===== config.mk =====
export PLATFORM = sky130hd
export DESIGN_NAME = radix_integer_to_ascii_top
export DESIGN_NICKNAME = d
export VERILOG_FILES = /design/src/hdl/itoa_pkg.sv /design/src/hdl/itoa_div.sv /design/src/hdl/itoa_emit.sv /design/src/hdl/radix_integer_to_ascii_top.sv
export SDC_FILE = /design/constraint.sdc
export NUM_CORES = 1
export LEC_CHECK = 0
export ABC_CLOCK_PERIOD_IN_PS = 5100
export BUFFER_PORTS_ARGS = -buffer_cell sky130_fd_sc_hd__buf_2
export CELL_PAD_IN_SITES_DETAIL_PLACEMENT = 1
export CELL_PAD_IN_SITES_GLOBAL_PLACEMENT = 1
export CORE_ASPECT_RATIO = 1.75
export CORE_MARGIN = 3
export CORE_UTILIZATION = 53
export CTS_BUF_LIST = sky130_fd_sc_hd__clkbuf_16
export DETAILED_ROUTE_END_ITERATION = 8
export PLACE_DENSITY = 0.9
export SYNTH_ARGS = -nofsm -noshare
export SYNTH_HDL_FRONTEND = slang
export SYNTH_SLANG_ARGS = --single-unit

===== constraint.sdc =====
create_clock -name clk -period 5.1 [get_ports clk]
set_clock_uncertainty 0.1 [all_clocks]
set_input_delay 0.765 -clock clk [delete_from_list [all_inputs] [get_ports clk]]
set_output_delay 0.765 -clock clk [all_outputs]
set_load 0.02 [all_outputs]

===== src/hdl/itoa_pkg.sv =====
// Shared constants, types and the digit-to-character function for the radix converter.
package itoa_pkg;

  localparam int VALUE_W = 31;   // width of the converted integer
  localparam int RADIX_W = 6;    // width of radix, min_width and max_chars registers
  localparam int CHAR_W  = 8;    // width of one character code
  localparam int DCNT_W  = 5;    // bit counter of the serial divider
  localparam int CFG_IDX_W = 2;

  // configuration register indexes
  localparam logic [CFG_IDX_W-1:0] REG_RADIX     = 2'd0;
  localparam logic [CFG_IDX_W-1:0] REG_MIN_WIDTH = 2'd1;
  localparam logic [CFG_IDX_W-1:0] REG_PAD_CHAR  = 2'd2;
  localparam logic [CFG_IDX_W-1:0] REG_MAX_CHARS = 2'd3;

  // register reset values
  localparam logic [RADIX_W-1:0] RADIX_RST     = 6'd10;
  localparam logic [RADIX_W-1:0] MIN_WIDTH_RST = 6'd0;
  localparam logic [CHAR_W-1:0]  PAD_CHAR_RST  = 8'd32;
  localparam logic [RADIX_W-1:0] MAX_CHARS_RST = 6'd32;

  localparam logic [RADIX_W-1:0] RADIX_MIN = 6'd2;
  localparam logic [RADIX_W-1:0] MAX_DIGIT = 6'd35;
  localparam logic [RADIX_W-1:0] RADIX_MAX = MAX_DIGIT + 6'd1;
  localparam logic [RADIX_W-1:0] DEC_DIGITS = 6'd10;
  localparam logic [CHAR_W-1:0]  ASCII_ZERO = 8'h30;
  localparam logic [CHAR_W-1:0]  ASCII_A    = 8'h41;

  // divider result, valid on the cycle done is high
  typedef struct packed {
    logic               done;
    logic               busy;
    logic [RADIX_W-1:0] rem;
    logic [VALUE_W-1:0] quot;
  } div_res_t;

  function automatic logic [CHAR_W-1:0] digit_ascii(input logic [RADIX_W-1:0] d);
    logic [CHAR_W-1:0] ext;
    ext = {2'b00, d};
    if (d < DEC_DIGITS) begin
      return ASCII_ZERO + ext;
    end
    return ASCII_A + ext - {2'b00, DEC_DIGITS};
  endfunction

endpackage


===== src/hdl/itoa_div.sv =====
// Bit-serial restoring divider: one quotient bit per cycle.
module itoa_div (
  input  logic                   clk,
  input  logic                   rst,
  input  logic                   start,
  input  logic [itoa_pkg::VALUE_W-1:0] dividend,
  input  logic [itoa_pkg::RADIX_W-1:0] divisor,
  output itoa_pkg::div_res_t     res
);
  import itoa_pkg::*;

  logic               busy;
  logic               done;
  logic [DCNT_W-1:0]  cnt;
  logic [VALUE_W-1:0] quot;
  logic [RADIX_W-1:0] rem;
  logic [RADIX_W-1:0] dvsr;

  logic [RADIX_W:0]   trial;
  logic [RADIX_W:0]   diff;
  logic               ge;

  assign trial = {rem, quot[VALUE_W-1]};
  assign ge    = trial >= {1'b0, dvsr};
  assign diff  = trial - {1'b0, dvsr};

  always_ff @(posedge clk) begin
    if (rst) begin
      busy <= 1'b0;
      done <= 1'b0;
      cnt  <= '0;
    end else begin
      done <= 1'b0;
      if (start) begin
        busy <= 1'b1;
        cnt  <= '0;
      end else if (busy) begin
        cnt <= cnt + DCNT_W'(1);
        if (cnt == DCNT_W'(VALUE_W - 1)) begin
          busy <= 1'b0;
          done <= 1'b1;
        end
      end
    end
  end

  always_ff @(posedge clk) begin
    if (start) begin
      quot <= dividend;
      rem  <= '0;
      dvsr <= divisor;
    end else if (busy) begin
      quot <= {quot[VALUE_W-2:0], ge};
      rem  <= ge ? diff[RADIX_W-1:0] : trial[RADIX_W-1:0];
    end
  end

  assign res.done = done;
  assign res.busy = busy;
  assign res.rem  = rem;
  assign res.quot = quot;

endmodule


===== src/hdl/itoa_emit.sv =====
// Character buffer and most-significant-first emitter with output register.
module itoa_emit #(
  parameter int MAX_CHARS = 32
) (
  input  logic                       clk,
  input  logic                       rst,
  input  logic                       wr_en,
  input  logic [$clog2(MAX_CHARS)-1:0] wr_addr,
  input  logic [itoa_pkg::CHAR_W-1:0] wr_data,
  input  logic                       start,
  input  logic [$clog2(MAX_CHARS+1)-1:0] total,
  input  logic [$clog2(MAX_CHARS+1)-1:0] npad,
  input  logic [itoa_pkg::CHAR_W-1:0] pad_char,
  output logic                       busy,
  output logic                       done,
  output logic                       out_valid,
  input  logic                       out_stall,
  output logic [itoa_pkg::CHAR_W-1:0] char_code,
  output logic                       last,
  output logic [$clog2(MAX_CHARS+1)-1:0] total_length
);
  import itoa_pkg::*;

  localparam int CNT_W  = $clog2(MAX_CHARS + 1);
  localparam int ADDR_W = $clog2(MAX_CHARS);

  localparam logic [1:0] E_IDLE = 2'd0;
  localparam logic [1:0] E_RD   = 2'd1;
  localparam logic [1:0] E_LD   = 2'd2;

  logic [1:0]        state;
  logic [CNT_W-1:0]  k;
  logic [CNT_W-1:0]  tot;
  logic [CNT_W-1:0]  np;
  logic [CHAR_W-1:0] pad;
  logic [CHAR_W-1:0] mem [MAX_CHARS];
  logic [CHAR_W-1:0] rd_data;

  logic [CNT_W-1:0]  rd_full;
  logic              in_pad;
  logic              is_last;
  logic              load;

  assign rd_full = tot - CNT_W'(1) - k;
  assign in_pad  = k < np;
  assign is_last = k == tot - CNT_W'(1);
  assign load    = (state == E_LD) && (!out_valid || !out_stall);
  assign busy    = state != E_IDLE;
  assign done    = load && is_last;

  always_ff @(posedge clk) begin
    if (wr_en) begin
      mem[wr_addr] <= wr_data;
    end
    if (state == E_RD && !in_pad) begin
      rd_data <= mem[rd_full[ADDR_W-1:0]];
    end
  end

  always_ff @(posedge clk) begin
    if (rst) begin
      state     <= E_IDLE;
      out_valid <= 1'b0;
    end else begin
      // a load refills the output register in the same cycle it drains
      if (load) begin
        out_valid <= 1'b1;
      end else if (!out_stall) begin
        out_valid <= 1'b0;
      end
      case (state)
        E_IDLE: begin
          if (start) begin
            state <= E_RD;
          end
        end
        E_RD: begin
          state <= E_LD;
        end
        E_LD: begin
          if (load) begin
            state <= is_last ? E_IDLE : E_RD;
          end
        end
        default: begin
          state <= E_IDLE;
        end
      endcase
    end
  end

  always_ff @(posedge clk) begin
    if (state == E_IDLE && start) begin
      tot <= total;
      np  <= npad;
      pad <= pad_char;
      k   <= '0;
    end else if (load) begin
      k <= k + CNT_W'(1);
    end
    if (load) begin
      char_code    <= in_pad ? pad : rd_data;
      last         <= is_last;
      total_length <= tot;
    end
  end

endmodule


===== src/hdl/radix_integer_to_ascii_top.sv =====
// Top level of the radix integer-to-ASCII converter: registers, digit loop, emitter.
// Converts one non-negative 31-bit value per input word into ASCII digits in base
// radix (2..36, clamped), digits 0-9 as '0'-'9' and 10-35 as 'A'-'Z', always at least
// one digit. At most max_chars characters (clamped to 1..MAX_CHARS) come out; when the
// value needs more, only the low-order digits are kept. Fewer digits than min_width
// (capped at the limit) get pad_char in front. Characters leave most significant first,
// one per output word, with last set on the final one and total_length on all.
// Sequence: each digit comes from the bit-serial divider, one quotient bit per cycle
// over 31 bits, between a start state and a hand-off; each character then needs a
// buffer read and an output load, and the load waits while the output is stalled.
// A new value is taken only after the previous conversion has loaded its last
// character into the output register, which may still be waiting to be taken.
// Config writes are for idle periods.
module radix_integer_to_ascii_top #(
  parameter int MAX_CHARS = 32
) (
  input  logic                           clk,
  input  logic                           rst,
  input  logic                           cfg_we,
  input  logic [itoa_pkg::CFG_IDX_W-1:0] cfg_index,
  input  logic [itoa_pkg::CHAR_W-1:0]    cfg_data,
  input  logic                           in_valid,
  output logic                           in_stall,
  input  logic [itoa_pkg::VALUE_W-1:0]   value,
  output logic                           out_valid,
  input  logic                           out_stall,
  output logic [itoa_pkg::CHAR_W-1:0]    char_code,
  output logic                           last,
  output logic [$clog2(MAX_CHARS+1)-1:0] total_length
);
  import itoa_pkg::*;

  localparam int CNT_W  = $clog2(MAX_CHARS + 1);
  localparam int ADDR_W = $clog2(MAX_CHARS);

  localparam logic [2:0] S_IDLE  = 3'd0;
  localparam logic [2:0] S_START = 3'd1;
  localparam logic [2:0] S_DIV   = 3'd2;
  localparam logic [2:0] S_FIN   = 3'd3;
  localparam logic [2:0] S_EMIT  = 3'd4;

  // configuration registers
  logic [RADIX_W-1:0] radix;
  logic [RADIX_W-1:0] min_width;
  logic [CHAR_W-1:0]  pad_char;
  logic [RADIX_W-1:0] max_chars;

  logic [2:0]         state;
  logic [VALUE_W-1:0] quotient_work;
  logic [CNT_W-1:0]   ndig;

  logic [RADIX_W-1:0] base;
  logic [CNT_W-1:0]   limit;
  logic [CNT_W-1:0]   width_eff;
  logic [CNT_W-1:0]   npad;
  logic [CNT_W-1:0]   ndig_next;
  logic               more;

  logic               div_start;
  div_res_t           div_res;
  logic               wr_en;
  logic               emit_start;
  logic               emit_busy;
  logic               emit_done;

  always_ff @(posedge clk) begin
    if (rst) begin
      radix     <= RADIX_RST;
      min_width <= MIN_WIDTH_RST;
      pad_char  <= PAD_CHAR_RST;
      max_chars <= MAX_CHARS_RST;
    end else if (cfg_we) begin
      case (cfg_index)
        REG_RADIX:     radix     <= cfg_data[RADIX_W-1:0];
        REG_MIN_WIDTH: min_width <= cfg_data[RADIX_W-1:0];
        REG_PAD_CHAR:  pad_char  <= cfg_data;
        REG_MAX_CHARS: max_chars <= cfg_data[RADIX_W-1:0];
        default: begin
        end
      endcase
    end
  end

  // clamped base and character limit, effective minimum width and pad count
  always_comb begin
    if (radix < RADIX_MIN) begin
      base = RADIX_MIN;
    end else if (radix > RADIX_MAX) begin
      base = RADIX_MAX;
    end else begin
      base = radix;
    end
    if (max_chars == '0) begin
      limit = CNT_W'(1);
    end else if ({1'b0, max_chars} > 7'(MAX_CHARS)) begin
      limit = CNT_W'(MAX_CHARS);
    end else begin
      limit = CNT_W'(max_chars);
    end
    if ({1'b0, min_width} > 7'(limit)) begin
      width_eff = limit;
    end else begin
      width_eff = CNT_W'(min_width);
    end
    npad = (width_eff > ndig) ? width_eff - ndig : '0;
  end

  assign ndig_next  = ndig + CNT_W'(1);
  assign more       = (div_res.quot != '0) && (ndig_next < limit);
  assign in_stall   = state != S_IDLE;
  assign div_start  = state == S_START;
  assign wr_en      = (state == S_DIV) && div_res.done;
  assign emit_start = state == S_FIN;

  always_ff @(posedge clk) begin
    if (rst) begin
      state <= S_IDLE;
    end else begin
      case (state)
        S_IDLE: begin
          if (in_valid) begin
            state <= S_START;
          end
        end
        S_START: begin
          state <= S_DIV;
        end
        S_DIV: begin
          if (div_res.done) begin
            state <= more ? S_START : S_FIN;
          end
        end
        S_FIN: begin
          state <= S_EMIT;
        end
        S_EMIT: begin
          if (emit_done) begin
            state <= S_IDLE;
          end
        end
        default: begin
          state <= S_IDLE;
        end
      endcase
    end
  end

  always_ff @(posedge clk) begin
    if (state == S_IDLE && in_valid) begin
      quotient_work <= value;
      ndig          <= '0;
    end else if (wr_en) begin
      quotient_work <= div_res.quot;
      ndig          <= ndig_next;
    end
  end

  itoa_div u_div (
    .clk      (clk),
    .rst      (rst),
    .start    (div_start),
    .dividend (quotient_work),
    .divisor  (base),
    .res      (div_res)
  );

  // digits land low-order first at index ndig; the emitter reads them back reversed
  itoa_emit #(
    .MAX_CHARS (MAX_CHARS)
  ) u_emit (
    .clk          (clk),
    .rst          (rst),
    .wr_en        (wr_en),
    .wr_addr      (ndig[ADDR_W-1:0]),
    .wr_data      (digit_ascii(div_res.rem)),
    .start        (emit_start),
    .total        (npad + ndig),
    .npad         (npad),
    .pad_char     (pad_char),
    .busy         (emit_busy),
    .done         (emit_done),
    .out_valid    (out_valid),
    .out_stall    (out_stall),
    .char_code    (char_code),
    .last         (last),
    .total_length (total_length)
  );

`ifndef SYNTHESIS
  a_ndig_limit: assert property (@(posedge clk) disable iff (rst)
    (state == S_DIV) |-> (ndig < limit))
    else $error("digit count reached limit while dividing");
  a_div_free: assert property (@(posedge clk) disable iff (rst)
    div_start |-> !div_res.busy)
    else $error("divider started while busy");
  a_emit_idle: assert property (@(posedge clk) disable iff (rst)
    (state == S_IDLE) |-> !emit_busy)
    else $error("emitter busy while converter idle");
  a_len_nonzero: assert property (@(posedge clk) disable iff (rst)
    out_valid |-> (total_length != '0))
    else $error("output word with zero length");
  a_rem_range: assert property (@(posedge clk) disable iff (rst)
    wr_en |-> (div_res.rem < base))
    else $error("remainder not below base");
`endif

endmodule

==> results of run 1 <==
sequential cells by signal, summed over array words and instances, names as in the netlist, 2 cells and up:
signal,flops
ndig,6
u_emit.char_code,8
u_div.quot,31
u_emit.mem,224
state,3
radix,6
u_div.rem,6
u_div.dvsr,6
u_emit.rd_data,7
u_emit.total_length,6
u_emit.pad,8
u_emit.tot,6
u_div.cnt,5
quotient_work,31
min_width,6
u_emit.np,6
u_emit.k,6
u_emit.state,2
pad_char,8
max_chars,6
power by group:
group / internal [uW] / switching, uW
clock: 1530 / 1170
combinational: 1230 / 1810
sequential: 4310 / 129
total: 7070 / 3100
worst max path at each step:
stage	startpoint	end	slack, ns	cells past startpoint
2_1_floorplan	max_chars[5]$_SDFFE_PP1P_	u_emit.tot[5]$_DFFE_PP_	0.57	19
3_3_place_gp	max_chars[5]$_SDFFE_PP1P_	u_emit.tot[5]$_DFFE_PP_	0.28	20
3_5_place_dp	max_chars[5]$_SDFFE_PP1P_	u_emit.tot[5]$_DFFE_PP_	0.004	20
4_1_cts	max_chars[5]$_SDFFE_PP1P_	u_emit.tot[5]$_DFFE_PP_	0.09	20
5_1_grt	max_chars[5]$_SDFFE_PP1P_	u_emit.tot[5]$_DFFE_PP_	-0.03	20
6_report	max_chars[5]$_SDFFE_PP1P_	u_emit.tot[5]$_DFFE_PP_	0.14	20
routing by layer:
metal	routed length [um]	vias up	track usage
met3	1410	105	0.0338
met5	0	-	0
met2	22500	271	0.456
li1	-	4190	-
met1	14600	4841	0.272
met4	2090	0	0.114
kinds of logic after synthesis:
logic type / count (synthesis) / share of synthesized area
mux: 164 / 0.157
simple gates: 223 / 0.0612
flops: 391 / 0.665
fa+ha+maj: 52 / 0.0404
compound gates: 101 / 0.0382
buf+inv: 80 / 0.0201
xor+xnor: 35 / 0.0183
stage by stage:
step                      total power (uW)  worst slack, ns
after floorplan                       6410            0.568
after global placement                7220            0.283
after detailed placement              7470          0.00421
after CTS                            10200           0.0875
after global routing                 10600          -0.0270
final                                10200            0.137
layout make-up:
cell class,count,area share
Clock inverter,27,0.0153
Sequential cell,391,0.592
Multi-Input combinational cell,575,0.287
Timing Repair Buffer,84,0.0256
Inverter,44,0.00876
Clock buffer,34,0.0451
Tap cell,391,0.0259
repair_timing:
action | 4_1_cts | 5_1_grt
endpoints found under the setup margin | 2 | 3
pin swaps | 0 | 2
buffers inserted | 0 | 4
endpoints found under the hold margin | 0 | 0
resized for setup | 3 | 4
placed cells by master, fill, tap and decap left out, types with 6 or more instances in the layout:
master	count
xnor2_1	17
mux2_2	70
clkinv_1	8
nor4_1	8
nor2_1	88
xor2_1	13
a21oi_1	28
buf_4	21
nand3_1	12
ha_1	46
nor2b_1	11
nor3_1	7
dfxtp_1	57
nand2_1	59
a211oi_1	6
buf_2	62
o21a_1	6
bufinv_16	6
inv_1	49
clkbuf_16	34
nand4_1	9
a21o_1	6
mux2i_1	17
mux4_1	6
mux4_2	64
edfxtp_1	334
o21ai_0	21
==> results.sh, run 1 <==
export IMPL_setup_worst_path_end_class="register"
export IMPL_reg2reg_depth=20
export IMPL_instances_no_fill=1546
export IMPL_maxCapViolations=0
export IMPL_syn_area_um2=16800
export IMPL_dp_cells=1480
export IMPL_vias=9407
export IMPL_die_area_um2=33900
export IMPL_viasPerCell=6.08
export IMPL_fmax_mhz=202
export IMPL_hold_path_depth=0
export IMPL_cp_max_fo=12
export IMPL_start_util=0.541
export IMPL_finalWirelength_mm=40.6
export IMPL_p_leak_uw=0.00656
export IMPL_hold_viol=0
export IMPL_die_w_um=141
export IMPL_grt_overflow_total=0
export IMPL_synth_warnings=0
export IMPL_dr_pass1_iters=5
export IMPL_fill_cells=2817
export IMPL_fin_setup_tns_ns=0
export IMPL_synth_cell_types=56
export IMPL_port_buffers=62
export IMPL_synth_top_cell_area_share=0.597
export IMPL_drtIter0Drc=806
export IMPL_nets=1227
export IMPL_relSlewSlack=0.373
export IMPL_path_class="register to register"
export IMPL_clk_pin_slew_ns=0.07
export IMPL_hpwl_mm=26.9
export IMPL_async_reset_ff_frac=0
export IMPL_timing_final_crit_period_ns=4.96
export IMPL_cts_buffers=34
export IMPL_syn_to_final_growth_pct=12.3
export IMPL_antenna_left=0
export IMPL_holdWs_ns=0.340
export IMPL_synth_common_cells="edfxtp_1, nor2_1, mux2_2"
export IMPL_max_vdd_ir_drop_mv=0.288
export IMPL_grt_pass1_wl_mm=62.8
export IMPL_hold_path_end="u_emit.pad[2]$_DFFE_PP_"
export IMPL_synth_nets=1143
export IMPL_status="finished, final reports clean"
export IMPL_register_area_um2=11200
export IMPL_period_share=0.973
export IMPL_drcViolationCount=0
export IMPL_yosys_top_cells_area="edfxtp_1, mux4_2, dfxtp_1, mux2_2, ha_1"
export IMPL_cp_common_cell="ha_1"
export IMPL_critical_path_top_delay_family="compound AO/OA/AOI/OAI gates"
export IMPL_utilization=0.607
export IMPL_power_density_nw_per_um2=540
export IMPL_grt_usage=0.243
export IMPL_cp_arrival_ns=5.15
export IMPL_syn_inst=1046
export IMPL_tightest_slew_ns=0.938
export IMPL_place_area_um2=17600
export IMPL_avgSynthCellArea_um2=16.1
export IMPL_stdcell_area_um2=18900
export IMPL_antenna_found_initial=0
export IMPL_yosysMostFrequentCell="edfxtp_1"
export IMPL_place_congestion=0.834
export IMPL_cts_tree="done"
export IMPL_ys_ff_latch=391
export IMPL_cp_num_buf_inv=3
export IMPL_multiInputGateArea_um2=5410
export IMPL_reg2reg_from="max_chars[5]$_SDFFE_PP1P_"
export IMPL_required_ns=5.29
export IMPL_rows=85
export IMPL_final_layout_size_suffix_gt1_frac=0.251
export IMPL_r2r_end="u_emit.tot[5]$_DFFE_PP_"
export IMPL_reg2reg_slack_ns=0.14
export IMPL_critPathLaunchType="register"
export IMPL_core_area_um2=31100
export IMPL_wl_per_cell_um=26.2
export IMPL_max_stage_delay_ns=0.52
export IMPL_grt_max_degree=47
export IMPL_cp_cell_sequence="inv_2 > nand2_1 > ha_1 > nor2b_1 > o21ai_0 > a21oi_1 > o21ai_0 > buf_4 > mux2i_2 > ha_1 > fa_1 > nor2b_2 > o31a_1 > o31ai_4 > buf_4 > a211oi_1 > ha_1 > a21oi_1 > o21ai_1 > xnor2_1"
export IMPL_cts_root_buf="clkbuf_16"
export IMPL_setup_violations=0
export IMPL_clock_sinks=391
export IMPL_min_path_type="register to register"
export IMPL_die_h_um=241
export IMPL_holdBufCountCts=0
export IMPL_yosys_most_used_dff="edfxtp_1"
export IMPL_crit_path_top_delay_cell="a211oi_1"
export IMPL_clk_path_buf_depth=3
export IMPL_hp_start="pad_char[2]$_SDFFE_PP0P_"
export IMPL_io_pin_count=63
export IMPL_clk_latency_ns=0.56
export IMPL_finalMaxSlewViolations=0
export IMPL_synth_top_cell_by_area="edfxtp_1"
export IMPL_synth_edff_count=334
export IMPL_ys_seq_area_frac=0.665
export IMPL_n_antenna_cell=0
export IMPL_grt_pass1_vias=10495
export IMPL_htreeDepth=2
No activity file was read; power rests on OpenSTA's default activity.
==> inputs of run 2 (changes only) <==
--- a/config.mk
+++ b/config.mk
@@ -14,6 +14,7 @@
 export CORE_UTILIZATION = 53
 export CTS_BUF_LIST = sky130_fd_sc_hd__clkbuf_16
 export DETAILED_ROUTE_END_ITERATION = 8
+export GPL_TIMING_DRIVEN = 0
 export PLACE_DENSITY = 0.9
 export SYNTH_ARGS = -nofsm -noshare
 export SYNTH_HDL_FRONTEND = slang
==> results.sh, run 2 (synthesis results as in run 1) <==
export IMPL_p_comb_frac=0.322
export IMPL_cts_tree="done"
export IMPL_grt_pass1_wl_mm=65.2
export IMPL_tightest_slew_ns=0.914
export IMPL_power_density_nw_per_um2=543
export IMPL_cp_arrival_ns=5.25
export IMPL_max_stage_delay_ns=0.44
export IMPL_wl_per_cell_um=27.9
export IMPL_die_area_um2=33900
export IMPL_viasPerCell=6.24
export IMPL_hold_path_end="u_emit.pad[0]$_DFFE_PP_"
export IMPL_top_regs="u_emit.mem x224, quotient_work x31, u_div.quot x31"
export IMPL_clk_latency_ns=0.54
export IMPL_reg2reg_slack_ns=0.03
export IMPL_cp_cell_sequence="nor4_2 > o21ai_2 > inv_1 > ha_1 > nor2b_1 > o21ai_0 > a21oi_1 > o21ai_2 > mux2i_2 > ha_1 > fa_1 > nor2b_2 > o31a_1 > o31ai_4 > buf_4 > a211oi_1 > ha_1 > a21oi_1 > o21ai_1 > xnor2_1"
export IMPL_finalWirelength_mm=44.0
export IMPL_crit_path_top_delay_cell="fa_1"
export IMPL_p_leak_uw=0.00662
export IMPL_max_vdd_ir_drop_mv=0.336
export IMPL_hpwl_mm=30.1
export IMPL_n_antenna_cell=0
export IMPL_holdWs_ns=0.342
export IMPL_start_util=0.541
export IMPL_fill_cells=2824
export IMPL_intPower_uw=7040
export IMPL_fmax_mhz=197
export IMPL_grt_pass1_vias=10834
export IMPL_seq_power_share=0.430
export IMPL_grt_overflow_total=0
export IMPL_grt_usage=0.256
export IMPL_cts_root_buf="clkbuf_16"
export IMPL_hp_start="pad_char[0]$_SDFFE_PP0P_"
export IMPL_final_layout_size_suffix_gt1_frac=0.247
export IMPL_min_path_type="register to register"
export IMPL_period_share=0.993
export IMPL_nets=1256
export IMPL_required_ns=5.28
export IMPL_port_buffers=61
export IMPL_reg2reg_depth=20
export IMPL_utilization=0.612
export IMPL_cp_max_fo=5
export IMPL_holdBufCountCts=0
export IMPL_die_w_um=141
export IMPL_timing_final_crit_period_ns=5.07
export IMPL_io_pin_count=63
export IMPL_largest_reg_flops=224
export IMPL_final_cell_mix="edfxtp_1, nor2_1, mux2_2"
export IMPL_place_congestion=0.890
export IMPL_antenna_found_initial=0
export IMPL_maxCapViolations=0
export IMPL_clk_pin_slew_ns=0.07
export IMPL_relSlewSlack=0.386
export IMPL_setup_violations=0
export IMPL_netSwitchingFraction=0.317
export IMPL_setup_worst_path_end_class="register"
export IMPL_core_area_um2=31100
export IMPL_grt_max_degree=32
export IMPL_status="finished, final reports clean"
export IMPL_clk_path_buf_depth=3
export IMPL_antenna_left=0
export IMPL_pwr_share_clk=0.249
export IMPL_drtIter0Drc=728
export IMPL_dr_pass1_iters=5
export IMPL_cts_buffers=36
export IMPL_rows=85
export IMPL_hold_path_depth=0
export IMPL_critPathLaunchType="register"
export IMPL_vias=9829
export IMPL_drcViolationCount=0
export IMPL_reg2reg_from="max_chars[1]$_SDFFE_PP0P_"
export IMPL_clock_sinks=391
export IMPL_hold_viol=0
export IMPL_mostFrequentLayoutCell="edfxtp_1"
export IMPL_p_sw_uw=3280
export IMPL_htreeDepth=2
export IMPL_top_register="u_emit.mem"
export IMPL_finalMaxSlewViolations=0
export IMPL_r2r_end="u_emit.tot[5]$_DFFE_PP_"
export IMPL_path_class="register to register"
export IMPL_cp_common_cell="ha_1"
export IMPL_die_h_um=241
export IMPL_multiInputGateArea_um2=5410
export IMPL_register_area_um2=11200
export IMPL_syn_to_final_growth_pct=13.1
==> run 2: area by class of cell <==
cell class              instances  area share
plain buffers                  36     0.00929
clock buffers                  37      0.0487
clock inverters                26     0.00843
inverters                      44     0.00870
multi-input cells             575       0.285
flip-flops and latches        391       0.588
well taps                     391      0.0258
repair buffers                 75      0.0262
==> run 2: worst max-delay path: cells and delay by family (launching register included) <==
kind	cells	cell delay, ns
AND/OR/NAND/NOR	3	0.67
adder cells (fa/ha/maj)	4	1.20
buffers and inverters	2	0.30
XOR/XNOR	1	0.17
flip-flops	1	0.35
multiplexers	1	0.12
AO/OA/AOI/OAI	9	1.92
==> run 2: stage by stage <==
stage / TNS, ns / cells / power [uW] / setup slack, ns / cell area, um2
floorplan: 0 / 1046 / 6410 / 0.568 / 16800
global placement: -0.199 / 1498 / 7280 / -0.191 / 17600
detailed placement: -0.579 / 1508 / 7760 / -0.405 / 17800
CTS: 0 / 1572 / 10300 / 0.0840 / 18900
global route: -0.0217 / 1575 / 10700 / -0.0217 / 19000
finish: 0 / 1575 / 10300 / 0.0336 / 19000
==> run 2: how the worst max path moves through the flow <==
stage | cells past startpoint | end | start
floorplan | 19 | u_emit.tot[5]$_DFFE_PP_ | max_chars[5]$_SDFFE_PP1P_
CTS | 20 | u_emit.tot[5]$_DFFE_PP_ | max_chars[1]$_SDFFE_PP0P_
global route | 20 | u_emit.tot[5]$_DFFE_PP_ | max_chars[1]$_SDFFE_PP0P_
global placement | 19 | u_emit.tot[5]$_DFFE_PP_ | max_chars[5]$_SDFFE_PP1P_
detailed placement | 19 | u_emit.tot[5]$_DFFE_PP_ | max_chars[5]$_SDFFE_PP1P_
finish | 20 | u_emit.tot[5]$_DFFE_PP_ | max_chars[1]$_SDFFE_PP0P_
==> run 2: per-layer routing <==
layer / routed length [um] / GRT usage / up-vias
li1: - / - / 4254
met1: 15100 / 0.277 / 5060
met2: 24200 / 0.480 / 376
met3: 1790 / 0.0302 / 139
met4: 2810 / 0.147 / 0
met5: 0 / 0 / -
==> run 2: power by group through the flow <==
stage	clock [uW]	combinational, uW	sequential [uW]
after floorplan	0	1930	4480
after global placement	0	2730	4550
after detailed placement	0	3270	4500
after CTS	2580	3300	4430
after global routing	2720	3500	4450
final	2570	3320	4430
==> run 2: timing repair <==
item	CTS	global route
endpoints found under the setup margin	3	2
pin swaps	1	1
gates cloned	0	0
setup buffers	1	2
resized for setup	9	11
==> inputs of run 3 (changes only) <==
--- a/config.mk
+++ b/config.mk
@@ -16,6 +16,8 @@
 export DETAILED_ROUTE_END_ITERATION = 8
 export GPL_TIMING_DRIVEN = 0
 export PLACE_DENSITY = 0.9
+export RECOVER_POWER = 100
+export SLEW_MARGIN = 20
 export SYNTH_ARGS = -nofsm -noshare
 export SYNTH_HDL_FRONTEND = slang
 export SYNTH_SLANG_ARGS = --single-unit
==> results.sh, run 3 (synthesis results as in run 1) <==
export IMPL_fill_cells=2853
export IMPL_setup_violations=0
export IMPL_instances_no_fill=1571
export IMPL_status="finished with violations"
export IMPL_vias=9675
export IMPL_top_regs="u_emit.mem x224, quotient_work x31, u_div.quot x31"
export IMPL_antenna_found_initial=0
export IMPL_hpwl_mm=30.4
export IMPL_antenna_left=0
export IMPL_place_congestion=0.890
export IMPL_dr_pass1_iters=5
export IMPL_tightest_slew_ns=2.55
export IMPL_cp_arrival_ns=4.99
export IMPL_cts_tree="done"
export IMPL_critPathLaunchType="register"
export IMPL_max_stage_delay_ns=0.40
export IMPL_clk_latency_ns=0.52
export IMPL_setup_worst_path_end_class="register"
export IMPL_max_vdd_ir_drop_mv=0.381
export IMPL_final_cell_mix="edfxtp_1, nor2_1, mux4_2"
export IMPL_die_h_um=241
export IMPL_grt_usage=0.254
export IMPL_port_buffers=61
export IMPL_htreeDepth=2
export IMPL_clk_pin_slew_ns=0.06
export IMPL_min_path_type="register to register"
export IMPL_power_density_nw_per_um2=545
export IMPL_grt_pass1_wl_mm=65.0
export IMPL_violations="max-capacitance violations, max-slew violations"
export IMPL_grt_pass1_vias=10664
export IMPL_reg2reg_slack_ns=0.26
export IMPL_drcViolationCount=0
export IMPL_required_ns=5.26
export IMPL_n_antenna_cell=0
export IMPL_clock_sinks=391
export IMPL_grt_overflow_total=0
export IMPL_worst_slack_ns=0.264
export IMPL_nets=1252
export IMPL_maxCapViolations=5
export IMPL_hold_viol=0
export IMPL_mostFrequentLayoutCell="edfxtp_1"
export IMPL_period_share=0.948
export IMPL_dpl_worst_slack_ns=-0.469
export IMPL_viasPerCell=6.16
export IMPL_die_w_um=141
export IMPL_die_area_um2=33900
export IMPL_grt_max_degree=33
export IMPL_top_register="u_emit.mem"
export IMPL_p_leak_uw=0.00643
export IMPL_syn_to_final_growth_pct=11.9
export IMPL_final_layout_size_suffix_gt1_frac=0.204
export IMPL_dp_cells=1507
export IMPL_finalMaxSlewViolations=120
export IMPL_cp_max_fo=4
export IMPL_cts_buffers=35
export IMPL_largest_reg_flops=224
export IMPL_wl_per_cell_um=27.2
export IMPL_io_pin_count=63
export IMPL_rows=85
export IMPL_crit_path_top_delay_cell="fa_1"
export IMPL_drtIter0Drc=575
export IMPL_relSlewSlack=-0.699
export IMPL_finalWirelength_mm=42.7
export IMPL_clk_path_buf_depth=3
export IMPL_start_util=0.541
export IMPL_fin_setup_tns_ns=0
export IMPL_fmax_mhz=207
export IMPL_core_area_um2=31100
export IMPL_cp_cell_sequence="nor4_1 > o21ai_1 > inv_1 > ha_1 > nor2b_1 > o21ai_0 > a21oi_1 > o21ai_2 > mux2i_1 > ha_1 > fa_1 > nor2b_1 > o31a_1 > o31ai_4 > nor3_2 > ha_2 > and3_1 > a221oi_4 > o21ai_1 > xnor2_1"
export IMPL_utilization=0.605
export IMPL_path_class="register to register"
export IMPL_cts_root_buf="clkbuf_16"
export IMPL_timing_final_crit_period_ns=4.84
-- run 3: critical path: cells and delay by family, from the launching register on --
kind | cells | cell delay (ns)
AO/OA/AOI/OAI | 8 | 1.50
multiplexers | 1 | 0.14
AND/OR/NAND/NOR | 5 | 1.09
adder cells (fa/ha/maj) | 4 | 1.17
flip-flops | 1 | 0.34
XOR/XNOR | 1 | 0.15
buffers and inverters | 1 | 0.10
-- run 3: cell type report --
class,instances,area [um2],area share
flip-flops and latches,391,11200,0.595
multi-input cells,575,5320,0.283
clock buffers,35,876,0.0466
well taps,391,489,0.0260
repair buffers,72,328,0.0174
clock inverters,27,270,0.0144
plain buffers,36,173,0.00919
inverters,44,165,0.00879
-- run 3: where the power goes --
group	internal, uW	switching (uW)	leakage [uW]
Sequential	4350	119	0.00350
Combinational	1110	1980	0.00236
Clock	1520	1160	0.000568
-- run 3: final timing paths --
path                             startpoint                      end  cells past startpoint
hold reg to reg    pad_char[3]$_SDFFE_PP0P_  u_emit.pad[3]$_DFFE_PP_                      0
hold / removal     pad_char[3]$_SDFFE_PP0P_  u_emit.pad[3]$_DFFE_PP_                      0
setup / recovery  max_chars[1]$_SDFFE_PP0P_  u_emit.tot[5]$_DFFE_PP_                     20
setup reg to reg  max_chars[1]$_SDFFE_PP0P_  u_emit.tot[5]$_DFFE_PP_                     20
-- run 3: repair_timing --
item / 4_1_cts / 5_1_grt
setup buffers: 0 / 2
hold buffers: 0 / 0
setup endpoints to repair: 3 / 2
hold endpoints to repair: 0 / 0
gates resized for setup: 5 / 9
pin swaps: 0 / 2
gates cloned: 0 / 0
-- run 3: layer usage --
layer  track usage  vias up  routed length [um]
met5             0        -                   0
met4         0.117        0                2250
met3        0.0320      108                1690
met2         0.482      318               23900
met1         0.281     4994               14900
li1              -     4255                   -
-- run 3: per-stage QoR --
step,power [uW],hold WS [ns],area (um2)
global placement,7280,0.315,17600
floorplan,6410,0.308,16800
finish,10200,0.340,18800
detailed placement,7770,0.322,17800
CTS,10400,0.341,18900
global route,10600,0.354,18800
